[config.mk]
export PLATFORM = sky130hd
export DESIGN_NAME = nec_ir_remote_decoder
export DESIGN_NICKNAME = d
export VERILOG_FILES = /design/src/sv/nir_pkg.sv /design/src/sv/nir_pulse_classify.sv /design/src/sv/nec_ir_remote_decoder.sv
export VERILOG_INCLUDE_DIRS = /design/src /design/src/sv
export SDC_FILE = /design/constraint.sdc
export NUM_CORES = 1
export LEC_CHECK = 0
export ABC_AREA = 1
export BUFFER_PORTS_ARGS = -buffer_cell sky130_fd_sc_hd__buf_4
export CAP_MARGIN = 15
export CORE_ASPECT_RATIO = 1.1
export CORE_MARGIN = 2
export CORE_UTILIZATION = 60
export CTS_CLUSTER_DIAMETER = 150
export DETAILED_ROUTE_END_ITERATION = 7
export PLACE_DENSITY = 0.88
export SETUP_SLACK_MARGIN = 0.3
export SLEW_MARGIN = 20
export SYNTH_ARGS = -nofsm -noshare
export SYNTH_HDL_FRONTEND = slang
export SYNTH_SLANG_ARGS = --single-unit
export TNS_END_PERCENT = 20
[constraint.sdc]
create_clock -name clock -period 4.5 [get_ports clock]
set_clock_uncertainty 0.1 [all_clocks]
set_input_delay 0.9 -clock clock [delete_from_list [all_inputs] [get_ports clock]]
set_output_delay 0.9 -clock clock [all_outputs]
set_load 0.01 [all_outputs]
[src/sv/nec_ir_remote_decoder_defines.svh]
// Assertion macros for the NEC IR decoder RTL.
// Included by nec_ir_remote_decoder, which carries the concurrent checks; depends on nothing.
`ifndef NEC_IR_REMOTE_DECODER_DEFINES_SVH
`define NEC_IR_REMOTE_DECODER_DEFINES_SVH

// same-cycle implication, checked outside reset
`define NIR_ASSERT_NOW(lbl, clk, rst, ante, cons, msg) \
   lbl: assert property (@(posedge clk) disable iff (rst) (ante) |-> (cons)) else $error(msg);

// next-cycle implication, checked outside reset
`define NIR_ASSERT_NEXT(lbl, clk, rst, ante, cons, msg) \
   lbl: assert property (@(posedge clk) disable iff (rst) (ante) |=> (cons)) else $error(msg);

`endif

[src/sv/nir_pkg.sv]
// Package for the NEC IR decoder: opcodes, pulse classes and timing windows.
// Used by nir_pulse_classify and nec_ir_remote_decoder; depends on nothing.
`timescale 1ns / 1ps

package nir_pkg;

   localparam int UsWidth   = 14;
   localparam int SilWidth  = 4;

   // silence ticks after the first before a leader times out
   localparam logic [SilWidth-1:0] TimeoutTicks = 4'd14;

   // pulse windows in microseconds, both bounds exclusive
   localparam logic [UsWidth-1:0] Bit0Lo = 14'd300;
   localparam logic [UsWidth-1:0] Bit0Hi = 14'd800;
   localparam logic [UsWidth-1:0] Bit1Lo = 14'd1400;
   localparam logic [UsWidth-1:0] Bit1Hi = 14'd1800;
   localparam logic [UsWidth-1:0] RepLo  = 14'd2200;
   localparam logic [UsWidth-1:0] RepHi  = 14'd2600;
   localparam logic [UsWidth-1:0] LeadLo = 14'd4200;
   localparam logic [UsWidth-1:0] LeadHi = 14'd4700;

   typedef enum logic [1:0] {
      OP_TICK = 2'd0,
      OP_EDGE = 2'd1,
      OP_SCAN = 2'd2
   } opcode_type;

   // one-hot pulse class from the window compare
   typedef enum logic [4:0] {
      PULSE_NONE   = 5'b00001,
      PULSE_BIT0   = 5'b00010,
      PULSE_BIT1   = 5'b00100,
      PULSE_REPEAT = 5'b01000,
      PULSE_LEADER = 5'b10000
   } pulse_type;

endpackage

[src/sv/nir_pulse_classify.sv]
// Classifies a measured high time into an NEC pulse class.
// Depends on nir_pkg for the window bounds and the class encoding.
`timescale 1ns / 1ps

module nir_pulse_classify
   import nir_pkg::*;
(
   input  logic [UsWidth-1:0] width_us,
   output pulse_type          pulse_class
);

   logic in_bit0;
   logic in_bit1;
   logic in_rep;
   logic in_lead;

   // exclusive window compares, windows do not overlap
   assign in_bit0 = (width_us > Bit0Lo) && (width_us < Bit0Hi);
   assign in_bit1 = (width_us > Bit1Lo) && (width_us < Bit1Hi);
   assign in_rep  = (width_us > RepLo)  && (width_us < RepHi);
   assign in_lead = (width_us > LeadLo) && (width_us < LeadHi);

   // encode the hit
   always_comb begin
      priority if (in_bit0) begin
         pulse_class = PULSE_BIT0;
      end else if (in_bit1) begin
         pulse_class = PULSE_BIT1;
      end else if (in_rep) begin
         pulse_class = PULSE_REPEAT;
      end else if (in_lead) begin
         pulse_class = PULSE_LEADER;
      end else begin
         pulse_class = PULSE_NONE;
      end
   end

endmodule

[src/sv/nec_ir_remote_decoder.sv]
// rsp_tvalid rises once the req item has passed the input register and then the result register.
// Throughput: one transaction per cycle unless rsp_tready stalls; one decode pass per item.
// rsp_tready low holds the result register and the input register behind it.
// Reset (synchronous, active high) clears the decode flags, counters, the shift word
// and the address register, and empties both pipeline registers.
`timescale 1ns / 1ps
`include "nec_ir_remote_decoder_defines.svh"

module nec_ir_remote_decoder
   import nir_pkg::*;
(
   input  logic        clock,
   input  logic        reset,
   // event input
   input  logic        req_tvalid,
   output logic        req_tready,
   input  logic [15:0] req_tdata,   // [0] pin_level, [14:1] captured_us, [15] zero
   input  logic [1:0]  req_tuser,   // [1:0] opcode
   // decoder status output
   output logic        rsp_tvalid,
   input  logic        rsp_tready,
   output logic [23:0] rsp_tdata,   // [7:0] key_code, [15:8] repeat_count,
                                    // [16] frame_ready, [17] leader_active, [23:18] zero
   // address register write
   input  logic        csr_valid,
   output logic        csr_ready,
   input  logic [7:0]  csr_data
);

   // input register
   logic               s1_valid_ff, s1_valid_in;
   logic [1:0]         s1_op_ff;
   logic               s1_pin_ff;
   logic [UsWidth-1:0] s1_us_ff;

   // decode state
   logic                leader_ff, leader_in;
   logic                ready_ff, ready_in;
   logic                rising_ff, rising_in;
   logic [SilWidth-1:0] sil_ff, sil_in;
   logic [31:0]         shift_ff, shift_in;
   logic [7:0]          rep_ff, rep_in;
   logic [7:0]          addr_ff;

   // result register
   logic       rsp_valid_ff, rsp_valid_in;
   logic [7:0] key_ff, key_in;
   logic [7:0] rsp_rep_ff;
   logic       rsp_ready_flag_ff;
   logic       rsp_leader_ff;

   logic       advance;
   logic       take;
   pulse_type  pulse_class;
   logic [7:0] addr_byte, naddr_byte, cmd_byte, ncmd_byte;
   logic       frame_ok;

   assign advance    = !rsp_valid_ff || rsp_tready;
   assign req_tready = !s1_valid_ff || advance;
   assign take       = s1_valid_ff && advance;
   assign csr_ready  = 1'b1;

   nir_pulse_classify u_classify (
      .width_us    (s1_us_ff),
      .pulse_class (pulse_class)
   );

   // frame check on the shifted word
   assign addr_byte  = shift_ff[31:24];
   assign naddr_byte = shift_ff[23:16];
   assign cmd_byte   = shift_ff[15:8];
   assign ncmd_byte  = shift_ff[7:0];
   assign frame_ok   = (addr_byte == ~naddr_byte) && (addr_byte == addr_ff)
                       && (cmd_byte == ~ncmd_byte);

   // next decode state for the item in the input register
   always_comb begin
      leader_in = leader_ff;
      ready_in  = ready_ff;
      rising_in = rising_ff;
      sil_in    = sil_ff;
      shift_in  = shift_ff;
      rep_in    = rep_ff;
      key_in    = 8'd0;
      unique case (opcode_type'(s1_op_ff))
         OP_TICK: begin
            if (leader_ff) begin
               rising_in = 1'b0;
               if (sil_ff == '0) begin
                  ready_in = 1'b1;
               end
               if (sil_ff < TimeoutTicks) begin
                  sil_in = sil_ff + 1'b1;
               end else begin
                  leader_in = 1'b0;
                  sil_in    = '0;
               end
            end
         end
         OP_EDGE: begin
            if (s1_pin_ff) begin
               rising_in = 1'b1;
            end else begin
               rising_in = 1'b0;
               if (rising_ff) begin
                  if (leader_ff) begin
                     if (pulse_class == PULSE_BIT0) begin
                        shift_in = {shift_ff[30:0], 1'b0};
                     end else if (pulse_class == PULSE_BIT1) begin
                        shift_in = {shift_ff[30:0], 1'b1};
                     end else if (pulse_class == PULSE_REPEAT) begin
                        rep_in = rep_ff + 8'd1;
                        sil_in = '0;
                     end
                  end else if (pulse_class == PULSE_LEADER) begin
                     leader_in = 1'b1;
                     rep_in    = 8'd0;
                  end
               end
            end
         end
         OP_SCAN: begin
            if (ready_ff) begin
               key_in = frame_ok ? cmd_byte : 8'd0;
               if (!frame_ok || (cmd_byte == 8'd0) || !leader_ff) begin
                  ready_in = 1'b0;
                  rep_in   = 8'd0;
               end
            end
         end
         default: begin
            // unused opcode: status only
         end
      endcase
   end

   assign s1_valid_in  = (req_tvalid && req_tready) ? 1'b1 : (advance ? 1'b0 : s1_valid_ff);
   assign rsp_valid_in = advance ? s1_valid_ff : rsp_valid_ff;

   // control registers
   always_ff @(posedge clock) begin
      if (reset) begin
         s1_valid_ff  <= 1'b0;
         rsp_valid_ff <= 1'b0;
         leader_ff    <= 1'b0;
         ready_ff     <= 1'b0;
         rising_ff    <= 1'b0;
         sil_ff       <= '0;
         shift_ff     <= '0;
         rep_ff       <= '0;
         addr_ff      <= '0;
      end else begin
         s1_valid_ff  <= s1_valid_in;
         rsp_valid_ff <= rsp_valid_in;
         if (take) begin
            leader_ff <= leader_in;
            ready_ff  <= ready_in;
            rising_ff <= rising_in;
            sil_ff    <= sil_in;
            shift_ff  <= shift_in;
            rep_ff    <= rep_in;
         end
         if (csr_valid && csr_ready) begin
            addr_ff <= csr_data;
         end
      end
   end

   // input payload register
   always_ff @(posedge clock) begin
      if (req_tvalid && req_tready) begin
         s1_op_ff  <= req_tuser;
         s1_pin_ff <= req_tdata[0];
         s1_us_ff  <= req_tdata[14:1];
      end
   end

   // result payload register
   always_ff @(posedge clock) begin
      if (take) begin
         key_ff            <= key_in;
         rsp_rep_ff        <= rep_in;
         rsp_ready_flag_ff <= ready_in;
         rsp_leader_ff     <= leader_in;
      end
   end

   assign rsp_tvalid = rsp_valid_ff;
   assign rsp_tdata  = {6'd0, rsp_leader_ff, rsp_ready_flag_ff, rsp_rep_ff, key_ff};

   // silence count stays within the timeout bound
   `NIR_ASSERT_NOW(a_sil_bound, clock, reset, 1'b1, sil_ff <= TimeoutTicks, "silence count over bound")
   // silence only counts while a leader is held
   `NIR_ASSERT_NOW(a_sil_leader, clock, reset, sil_ff != '0, leader_ff, "silence count without leader")
   // a taken item always lands in the result register
   `NIR_ASSERT_NEXT(a_take_rsp, clock, reset, take, rsp_valid_ff, "taken item lost")
   // the reported leader flag matches the state after the item
   `NIR_ASSERT_NEXT(a_rsp_leader, clock, reset, take, rsp_leader_ff == leader_ff, "leader mismatch")

endmodule
# Yosys cells after proc, flatten, opt, wreduce, memory -nomap -nowiden
# Cells that the tools add are included.
# totals
in_bits,31
elab_cells,114
regBits,92
out_inout_bits,27
# op_classes
mux,42
bitwise_logic,3
addsub,2
reduce_logical,26
magnitude_cmp,9
n_eq_ne,16
# op_table
operator,count
8-bit two-way mux,9
32-bit two-way mux,2
4-bit two-way mux,8
8-bit equality test,3
5-bit two-way mux,4
8-bit inverter,2
8-bit one-hot mux with 2 select lines,1
14-bit by 11-bit > comparator with 1-bit output (second input constant),1
14-bit by 12-bit > comparator with 1-bit output (second input constant),1
14-bit by 13-bit > comparator with 1-bit output (second input constant),1
14-bit by 9-bit > comparator with 1-bit output (second input constant),1
14-bit by 10-bit < comparator with 1-bit output (second input constant),1
14-bit by 11-bit < comparator with 1-bit output (second input constant),1
14-bit by 12-bit < comparator with 1-bit output (second input constant),1
14-bit by 13-bit < comparator with 1-bit output (second input constant),1
1-bit two-way mux,14
2-bit inequality test (second input constant),7
9-bit AND reduction,1
8-bit by 1-bit adder with 8-bit output (second input constant),1
1-bit logical AND,8
8-bit logical NOT,1
4-bit one-hot mux with 2 select lines,1
1-bit one-hot mux with 2 select lines,3
3-bit AND reduction,2
15 further kinds,23

# Longest topological paths before layout
# Gate-level depths: netlist (run 1).
# depth
word_depth,14
mapped_depth,15
ltp_nobuf,15

# Cells and area by module
# A second synthesis (run 1) with hierarchy kept.
# hier_totals
cells_unflattened,623
hier_area_um2,4722.0
# modules_own_cells
mod,area_each_um2,cells_per_inst,instances
nec_ir_remote_decoder,4259.1,515,1
nir_pulse_classify,462.9,108,1

# Worst setup path before layout (run 1)
# Ideal clock, no wire load.
# synth_path
kind,input to register
start,input port rsp_tready
end,"register key_ff[0], enable pin"
n_path_buf,2
setup_ns,0.364
arrival_ns,1.847
setup_slack_ns,2.189
stages,6
cell_sequence,inv_1 nand2_1 nand2_1 inv_1 clkbuf_1 buf_2
# synth_via
elab_chain_cells,2
# synth_rtl
item,line_no,source
start: declaration,nec_ir_remote_decoder.sv:21,"input logic rsp_tready,"
1-bit logical OR,nec_ir_remote_decoder.sv:58,assign advance = !rsp_valid_ff || rsp_tready;
1-bit logical AND,nec_ir_remote_decoder.sv:60,assign take = s1_valid_ff && advance;
via take,nec_ir_remote_decoder.sv:53,logic take;
end signal: assignment,nec_ir_remote_decoder.sv:181,key_ff <= key_in;
end: declaration,nec_ir_remote_decoder.sv:47,"logic [7:0] key_ff, key_in;"
# The timed path passes the listed nets, and every way through them passes these cells.
# A chain may end at the register's enable or synchronous reset.

# Worst setup path in the final report (run 1)
# layout_path
start,register s1_op_ff[1]
end,register shift_ff[28]
# layout_via
elab_chain_cells,2
# layout_rtl
item,line_no,source
start: declaration,nec_ir_remote_decoder.sv:32,logic [1:0] s1_op_ff;
start signal: assignment,nec_ir_remote_decoder.sv:172,s1_op_ff <= req_tuser;
2-bit by 1-bit equality test with 1-bit output,nec_ir_remote_decoder.sv:85,unique case (opcode_type'(s1_op_ff))
6-bit AND reduction (no line),--,
end signal: assignment,nec_ir_remote_decoder.sv:160,shift_ff <= shift_in;
end: declaration,nec_ir_remote_decoder.sv:41,"logic [31:0] shift_ff, shift_in;"
# No other way between the ends.

==> results of run 1 <==
[state kept, by name, indices dropped and copies added (netlist names), 2 cells and up]
name,flops
s1_us_ff,14
rep_ff,8
s1_op_ff,2
key_ff,8
shift_ff,32
addr_ff,8
sil_ff,4
rsp_rep_ff,8
[logic make-up after synthesis]
family                   share of synthesized area (%)
other                                            0.159
AO/OA/AOI/OAI                                     16.1
buffers and inverters                             11.5
XOR/XNOR                                         0.372
AND/OR/NAND/NOR                                   23.8
adder cells (fa/ha/maj)                           1.59
flip-flops                                        46.5
[worst max path at each step]
stage	start	end	slack, ns
finish	s1_op_ff[1]	shift_ff[28]	1.85
global route	s1_op_ff[1]	shift_ff[18]	1.54
CTS	s1_op_ff[1]	shift_ff[27]	1.88
detailed placement	rsp_tready	shift_ff[27]	1.70
global placement	rsp_tready	shift_ff[17]	1.77
floorplan	rsp_tready	key_ff[0]	2.19
[report_power, final]
part / internal [mW] / switching (mW)
clock: 0.214 / 0.326
combinational: 0.0661 / 0.104
sequential: 0.899 / 0.0229
[metal layers]
layer,GRT usage [%],vias to the layer above
li1,-,2101
met4,10.3,0
met1,30.7,1871
met2,35.9,151
met3,3.75,19
met5,0,-
[cells in the final DEF, fill, tap and decap left out, types with 5 or more instances in the layout]
| cell type | n |
|---|---|
| a21oi_2 | 14 |
| nor2_1 | 64 |
| nand3_1 | 26 |
| dfxtp_1 | 57 |
| o21ai_0 | 48 |
| nand4_1 | 5 |
| conb_1 | 7 |
| ha_1 | 6 |
| edfxtp_1 | 35 |
| buf_4 | 52 |
| nor3_1 | 8 |
| inv_2 | 8 |
| clkbuf_8 | 9 |
| inv_1 | 93 |
| a21oi_1 | 54 |
| o21ai_1 | 17 |
| nand2_1 | 153 |
[area by class of cell]
class	instances	area, um^2
Fill cell	599	2270
Sequential cell	92	2190
Multi-Input combinational cell	419	2000
Timing Repair Buffer	52	390
Inverter	101	379
Tap cell	105	131
Clock buffer	9	124
Clock inverter	7	68.8
[worst max-delay path, delay by kind of cell (launching register included)]
kind                       cells  cell delay, ns
AOI/OAI and AO/OA              2            0.27
adders and majority gates      1            0.40
buffers and inverters          3            0.66
DFF                            1            0.40
and+or+nand+nor                2            0.70
[per-stage QoR]
| step | cells | total power, mW | hold slack (ns) | setup WS [ns] |
|---|---|---|---|---|
| 2_1_floorplan | 638 | 1.05 | 0.340 | 2.19 |
| 3_3_place_gp | 769 | 1.10 | 0.353 | 1.77 |
| 3_5_place_dp | 769 | 1.11 | 0.356 | 1.70 |
| 4_1_cts | 785 | 1.64 | 0.370 | 1.88 |
| 5_1_grt | 785 | 1.70 | 0.399 | 1.54 |
| 6_report | 785 | 1.63 | 0.369 | 1.85 |
==> metrics.md, run 1 <==
| Metric | Value |
|---|---|
| Status | completed |
| Largest fanout on the critical path | 29 |
| Met3 routed WL | 441 um |
| Area share of the largest cell type after synthesis | 24.2% |
| Core footprint | ~7600 um^2 |
| CTS tree | built |
| RSZ-0062 raised after global routing | false |
| 1st-iter DRT viols | between 300 and 400 |
| Hold Path Depth | 2 |
| Yosys warnings | 0 |
| Max Cap Violations | 0 |
| Top sig layer | met4 |
| Initial antenna violation count | 0 |
| Tcrit/Tclk final | roughly three fifths |
| Number of distinct library cells after synthesis | 33 |
| Post-DP Area | 5090 um^2 |
| Fin util | 69.9% |
| Metal-1 WL | about 4200 um |
| CP Class | reg -> reg |
| WL/cell | 11.7 um |
| Clock root cell | clkbuf_8 |
| Final instance area | 5280 um^2 |
| FP Rows | 33 |
| Iteration count of the initial detailed-routing pass | 5 |
| Cell with the largest stage delay on the worst path | nand3_2 |
| Gr ovfl total | 0 |
| Longest Clk Path Bufs | 2 |
| Area leader, netlist | dfxtp_1 |
| Final wirelength | 9220 um |
| Synthesized flop and latch total | 92 |
| Largest net degree at the start of global routing | 42 |
| First-pass GRT wire length | 15800 um |
| Setup_tns | 0 ns |
| Async SR Flop Fraction | 0% |
| Area Overhead vs Synth | 12.1% |
| Layout net count | 712 |
| IO Pins | 58 |
| Number of global-route vias before repair | 3693 |
| Gr usage total | 22.8% |
| Critical-path cell list | inv_1 > ha_1 > inv_1 > nor2_2 > nand3_2 > buf_4 > o21ai_0 > a21oi_2 |
| Min-delay src | rising_ff |
| Die width | 88.5 um |
| Worst Hold Class | reg -> reg |
| FF-to-FF End | shift_ff[28] |
| CP required | 4.66 ns |
| Synth area leaders | dfxtp_1, edfxtp_1, nand2_1 |
| Clock-pin slew of the registers on the worst-case setup and hold paths | around 0.090 ns |
| Final hold vios | 0 |
| Share of cells above drive strength 1 | between 10% and 20% |
| Vias/cell | 5.28 |
| Num Clock Sinks | 92 |
| Hold worst-path end | rising_ff |
| Post-CTS setup buffers | 0 |
| Slew Viols, Final | 0 |
| R2R setup slack | 1.85 ns |
| Worst Setup Start Kind | flop |
| EDFF count, synth | 35 |
| CP arrival | roughly 2.8 ns |
| CP dominant cell by count | inv_1 |
| Mapped Cells | 633 |
| Die extent in y | 97.0 um |
| TritonCTS buffer count | 9 |
| Number of buffers added on ports | 49 |
| Metal2 WL | 4410 um |
| Slowest stage delay, CP | ~0.48 ns |
| Antenna Nets Post-Route | 0 |
| Worst Tran Pin Value | slightly above 1 ns |
| H-Tree Depth | 3 |
| Clk Latency, worst-skew pair | 0.38 ns |
| Syn Std Cell Area | 4710 um^2 |
| Count leader, synth | nand2_1 |
| Relative slew slack | around 32% |
| Diodes inserted | 0 |
| Post-DP HPWL | 6650 um |
| Die footprint | about 8600 um^2 |
| Post-CTS sizing | 0 |
| Maximum VDD drop | 208 uV |
| Main synth FF type | dfxtp_1 |
| RR Startpoint | s1_op_ff[1] |
| Starting Density | around 62% |
| Reg2reg path depth | 8 |
| Synthesized area per cell | 7.45 um^2 |
| Crit. End Element | flop |
| Min Tclk post-route | 2.65 ns |
| Cts hold-fix bufs | 0 |
| Commonest cells in the synthesized netlist | nand2_1, inv_1, nor2_1 |
| Vias after detailed routing | roughly 4100 |
| GP Congestion | around 0.9 |
| Pwr Density | 309 nW/um^2 |
| Max Clock Freq | 377 MHz |
| Leak | about 2.3 nW |
| Setup Viol. Count Final | 0 |
| DRC Markers | 0 |
| Register area share after synthesis | between 40% and 50% |
Power figures use the tool's default switching activity.
==> run 2: changes to the inputs <==
CORE_UTILIZATION = 58   (was 60)
PLACE_DENSITY = 0.86   (was 0.88)
clock period = 2.5 ns   (was 4.5 ns; I/O delays follow)
==> metrics.md, run 2 (same netlist as run 1, synthesis figures left out) <==
| Metric | Value |
|---|---|
| Die width | 90.0 um (+1.6%) |
| Slew Viols, Final | 0 (unchanged) |
| Crit. End Element | flop |
| Setup_tns | 0 ns (unchanged) |
| First-pass GRT wire length | 16300 um (+2.9%) |
| IO Pins | 58 (unchanged) |
| Setup Viol. Count Final | 0 (unchanged) |
| DRC Markers | 0 (unchanged) |
| Power Internal | 2.14 mW (+81%) |
| Min Hold Slack | 0.193 ns (-0.176 ns) |
| Starting Density | 59.6% (-2.8 points) |
| H-Tree Depth | 3 (unchanged) |
| Clock root cell | clkbuf_8 |
| Area Overhead vs Synth | 14.7% |
| Critical-path cell list | o21ai_1 > nand2_1 > a21oi_4 > nand2_4 > nor2_4 > nand2_1 > nand2_1 > nand2_1 > nand2_1 > nand2_1 > nand2_1 > inv_1 |
| Worst Tran Pin Value | 0.605 ns (-0.408 ns) |
| Maximum VDD drop | 420 uV (+100%) |
| Initial antenna violation count | 0 (unchanged) |
| Flop pwr share | 56.0% (-0.5 points) |
| Gr ovfl total | 0 (unchanged) |
| Max Clock Freq | 481 MHz (+28%) |
| Worst Setup Start Kind | flop |
| Pwr Density | 549 nW/um^2 (+78%) |
| Min Tclk post-route | 2.08 ns (-0.577 ns) |
| Slowest stage delay, CP | 0.46 ns (-0.02 ns) |
| Most flops, register | shift_ff |
| Largest net degree at the start of global routing | 52 (+24%) |
| FP Rows | 34 (+3.0%) |
| Layout net count | 717 (+0.70%) |
| CP required | 2.54 ns (-2.12 ns) |
| Switching share of power | 28.0% (+0.28 points) |
| Final hold vios | 0 (unchanged) |
| RSZ-0062 raised after global routing | true |
| Number of buffers added on ports | 49 (unchanged) |
| Cts hold-fix bufs | 0 (unchanged) |
| Share of cells above drive strength 1 | 16.1% (+1.4 points) |
| Most frequent cells in the layout | nand2_1, inv_1, nor2_1 |
| Final wirelength | 9730 um (+5.5%) |
| Core footprint | 7910 um^2 (+4.7%) |
| Status | completed |
| GP Congestion | 0.923 (+2.2%) |
| Clock-pin slew of the registers on the worst-case setup and hold paths | 0.10 ns (about the same) |
| Num Clock Sinks | 92 (unchanged) |
| CTS tree | built |
| CP dominant cell by count | nand2_1 |
| CP arrival | 2.11 ns (-0.71 ns) |
| Most common cell after layout, fill and taps aside | nand2_1 |
| Tcrit/Tclk final | 83.1% (+24 points) |
| Clock power frac | 33.4% (+0.3 points) |
| Diodes inserted | 0 (unchanged) |
| Clk Latency, worst-skew pair | 0.38 ns (about the same) |
| Max Cap Violations | 0 (unchanged) |
| Cell with the largest stage delay on the worst path | edfxtp_1 |
| Largest registers | shift_ff (32), s1_us_ff (14) |
| Bufs and invs on worst path | 1 (-2) |
| TritonCTS buffer count | 9 (unchanged) |
| Vias after detailed routing | 4202 (+1.4%) |
| Die footprint | 8860 um^2 (+3.3%) |
| Largest fanout on the critical path | 6 (-79%) |
| Antenna Nets Post-Route | 0 (unchanged) |
| Number of global-route vias before repair | 3818 (+3.4%) |
| CP Class | reg -> reg |
| Post-DP HPWL | 6560 um (-1.4%) |
| Relative slew slack | 59.6% (+27 points) |
| R2R setup slack | 0.42 ns (-1.42 ns) |
| Vias/cell | 5.30 (+0.43%) |
| WL/cell | 12.3 um (+4.4%) |
| Longest Clk Path Bufs | 2 (unchanged) |
| Comb power frac | 10.6% (+0.2 points) |
| Kind of cell adding the most delay to the critical path | simple AND/OR/NAND/NOR gates |
| Die extent in y | 98.5 um (+1.6%) |
| Worst Hold Class | in -> reg |
| Net switching power | 832 uW (+84%) |
| 1st-iter DRT viols | 326 (+6.9%) |
| Leak | 2.36 nW (+2.6%) |
| Iteration count of the initial detailed-routing pass | 5 (unchanged) |
| Gr usage total | 22.0% (-0.84 points) |
| PnR Total Power | 2.97 mW (+82%) |
| Fin util | 68.3% (-1.6 points) |
| Max reg flops | 32 (unchanged) |
[run 2: cell count changes in the layout (fill, tap and decap cells not counted), moves of 2 or more]
| cell | previous run | this run |
|---|---|---|
| buf_4 | 52 | 54 |
| clkinvlp_4 | 2 | 0 |
| inv_6 | 2 | 0 |
| clkbuf_16 | 0 | 2 |
| clkinv_4 | 1 | 3 |
[run 2: worst paths after layout]
kind / start / end / cells past startpoint
setup / recovery: s1_us_ff[4] / rsp_rep_ff[4] / 12
hold / removal: req_tdata[5] / s1_us_ff[4] / 1
setup reg to reg: s1_us_ff[4] / rsp_rep_ff[4] / 12
hold reg to reg: addr_ff[3] / addr_ff[3] / 2
[run 2: final cells by class]
class                      instances  area, um^2
clock buffer                       9         124
clock inverter                     7        81.3
fill                             643        2500
inverter                         101         382
multi-input combinational        419        2020
sequential                        92        2190
tap                              108         135
timing repair buffer              57         475
[run 2: timing repair]
action	4_1_cts	5_1_grt
gates resized for setup	0	9
setup endpoints to repair	0	17
setup buffers	0	2
[run 2: routing by layer]
| layer | GRT usage, % | vias to the layer above | routed length (um) |
|---|---|---|---|
| met5 | 0 | - | 0 |
| met4 | 9.23 | 0 | 219 |
| met3 | 4.28 | 24 | 565 |
| met2 | 37.5 | 137 | 4770 |
| met1 | 27.6 | 1934 | 4170 |
| li1 | - | 2107 | - |
[run 2: stage by stage]
stage               area [um^2]  std cells  setup WS [ns]
floorplan                  4730        638          0.589
global placement           5110        773          0.463
detailed placement         5110        773          0.390
CTS                        5320        789          0.366
global route               5410        793          0.266
finish                     5410        793          0.422
[run 2: power by group through the flow]
stage	logic [mW]	clock network, mW	registers (mW)
finish	0.316	0.992	1.66
global route	0.356	1.07	1.67
CTS	0.309	1.01	1.66
detailed placement	0.307	0	1.69
global placement	0.293	0	1.69
floorplan	0.201	0	1.69
==> run 3: changes to the inputs <==
CORE_UTILIZATION = 53   (was 58)
PLACE_DENSITY = 0.83   (was 0.86)
clock period = 1.9 ns   (was 2.5 ns; I/O delays follow)
==> metrics.md, run 3 (same netlist as run 1, synthesis figures left out) <==
| Metric | Value |
|---|---|
| TritonCTS buffer count | 9 (unchanged) |
| Crit. Startpoint | s1_us_ff[9] |
| CP Class | reg -> reg |
| Cts hold-fix bufs | 0 (unchanged) |
| Worst Hold Class | in -> reg |
| FP Rows | 36 (+5.9%) |
| Tcrit/Tclk final | 109% (+25 points) |
| Clock-pin slew of the registers on the worst-case setup and hold paths | 0.09 ns (about the same) |
| Power Internal | 2.86 mW (+34%) |
| DRC Markers | 0 (unchanged) |
| Layout net count | 761 (+6.1%) |
| Diodes inserted | 0 (unchanged) |
| Vias/cell | 5.14 (-3.1%) |
| RR Startpoint | s1_us_ff[9] |
| Share of cells above drive strength 1 | 27.6% (+12 points) |
| Antenna Nets Post-Route | 0 (unchanged) |
| Die width | 93.9 um (+4.4%) |
| Longest Clk Path Bufs | 2 (unchanged) |
| Flop pwr share | 56.3% (+0.3 points) |
| Max Cap Violations | 0 (unchanged) |
| Setup_tns | -3.81 ns (-3.81 ns) |
| Failing checks | negative setup slack |
| Min Tclk post-route | 2.06 ns (-0.0152 ns) |
| GP Congestion | 0.917 (-0.57%) |
| Number of buffers added on ports | 49 (unchanged) |
| Gr ovfl total | 0 (unchanged) |
| Vias after detailed routing | 4330 (+3.0%) |
| Pwr Density | 653 nW/um^2 (+19%) |
| Leak | 2.61 nW (+11%) |
| Most common cell after layout, fill and taps aside | nand2_1 |
| Net switching power | 1.02 mW (+22%) |
| IO Pins | 58 (unchanged) |
| RSZ-0062 raised after global routing | true |
| Die footprint | 9660 um^2 (+9.0%) |
| PnR worst setup slack | -0.162 ns (-0.585 ns) |
| CP required | 2.05 ns (-0.49 ns) |
| Min Hold Slack | 0.0950 ns (-0.0981 ns) |
| Reg2reg path depth | 10 (-2) |
| Fin util | 67.9% (-0.42 points) |
| CTS tree | built |
| WL/cell | 12.7 um (+3.8%) |
| Iteration count of the initial detailed-routing pass | 5 (unchanged) |
| Largest net degree at the start of global routing | 41 (-21%) |
| Crit. End Element | flop |
| Die extent in y | 103 um (+4.4%) |
| Num Clock Sinks | 92 (unchanged) |
| Hold Path Depth | 1 (unchanged) |
| Largest fanout on the critical path | 14 (+8) |
| Crit path to | shift_ff[31] |
| Slew Viols, Final | 0 (unchanged) |
| Comb power frac | 12.9% (+2.3 points) |
| Fin cells | 843 (+6.3%) |
| Max Clock Freq | 485 MHz (+0.74%) |
| Clock root cell | clkbuf_8 |
| First-pass GRT wire length | 17400 um (+6.8%) |
| Final wirelength | 10700 um (+10%) |
| Maximum VDD drop | 515 uV (+23%) |
| Core footprint | 8740 um^2 (+10%) |
| CP arrival | 2.21 ns (+0.10 ns) |
| Most flops, register | shift_ff |
| Status | finished with violations |
| Max reg flops | 32 (unchanged) |
| Area Overhead vs Synth | 25.9% |
| Initial antenna violation count | 0 (unchanged) |
| H-Tree Depth | 3 (unchanged) |
| Dpl cells | 815 (+5.4%) |
| Largest registers | shift_ff (32), s1_us_ff (14) |
| R2R setup slack | -0.16 ns (-0.58 ns) |
| PnR Total Power | 3.88 mW (+31%) |
| 1st-iter DRT viols | 298 (-8.6%) |
| Number of global-route vias before repair | 3961 (+3.7%) |
| Starting Density | 53.9% (-5.6 points) |
| Most frequent cells in the layout | nand2_1, buf_4, inv_1 |
| Clock power frac | 30.8% (-2.6 points) |
| Worst Setup Start Kind | flop |
| Post-DP HPWL | 7160 um (+9.2%) |
| Setup Viol. Count Final | 45 (+45) |
| Clk Latency, worst-skew pair | 0.36 ns (-0.02 ns) |
| Gr usage total | 22.5% (+0.56 points) |
| Final hold vios | 0 (unchanged) |
| Switching share of power | 26.2% (-1.8 points) |
| FF-to-FF End | shift_ff[31] |
==> run 3: cell types whose count changed in the layout (fill, tap and decap cells not counted), moves of 5 or more <==
cell | before | now
inv_1 | 92 | 79
inv_2 | 8 | 21
o21ai_1 | 18 | 28
dfxtp_1 | 57 | 52
nor2_2 | 3 | 9
o21ai_0 | 47 | 34
nand2_1 | 152 | 139
buf_6 | 0 | 5
nor2_1 | 63 | 55
nand2_2 | 1 | 14
buf_4 | 54 | 88
dfxtp_2 | 0 | 5
==> run 3: how the worst min path moves through the flow <==
stage                       from           to
global placement      addr_ff[3]   addr_ff[3]
CTS                 req_tdata[7]  s1_us_ff[6]
detailed placement     rising_ff    rising_ff
global route        req_tdata[9]  s1_us_ff[8]
floorplan             addr_ff[3]   addr_ff[3]
finish              req_tdata[8]  s1_us_ff[7]
==> run 3: power by group through the flow <==
stage / clock network [mW] / logic, mW / registers (mW)
after floorplan: 0 / 0.268 / 2.23
after global placement: 0 / 0.432 / 2.22
after detailed placement: 0 / 0.451 / 2.23
after CTS: 1.21 / 0.466 / 2.18
after global routing: 1.29 / 0.560 / 2.20
final: 1.19 / 0.500 / 2.18
==> run 3: timing repair <==
item | CTS | global route
gates resized for setup | 25 | 53
endpoints found under the setup margin | 64 | 82
buffers inserted | 4 | 4
pin swaps | 8 | 12
gates cloned | 1 | 3
==> run 3: cell type report <==
cell class | instances | area, um^2
Clock inverter | 3 | 22.5
Clock buffer | 13 | 150
Sequential cell | 92 | 2200
Tap cell | 114 | 143
Multi-Input combinational cell | 419 | 2130
Inverter | 101 | 387
Timing Repair Buffer | 101 | 905
Fill cell | 705 | 2800
==> run 3: critical path, cell delays in order (launching register included) <==
cell,delay (ns)
edfxtp_1,0.46
buf_4,0.14
buf_4,0.11
a21oi_1,0.05
o211ai_1,0.21
nand2_1,0.11
nand2_2,0.10
nand3_4,0.12
bufbuf_16,0.32
o21ai_0,0.18
nor2_1,0.06
==> run 3: through the flow <==
stage          setup slack, ns  instance area (um^2)
6_report                -0.162                  5940
5_1_grt                 -0.292                  5940
4_1_cts                -0.0766                  5710
3_5_place_dp            -0.150                  5440
3_3_place_gp           -0.0548                  5440
2_1_floorplan           0.0869                  4750
==> run 3: per-layer routing <==
| layer | vias to the layer above | global-route usage, % | wire length [um] |
|---|---|---|---|
| li1 | 2196 | - | - |
| met1 | 1985 | 28.2 | 4540 |
| met2 | 130 | 38.9 | 5470 |
| met3 | 19 | 3.22 | 517 |
| met4 | 0 | 10.1 | 215 |
| met5 | - | 0 | 0 |
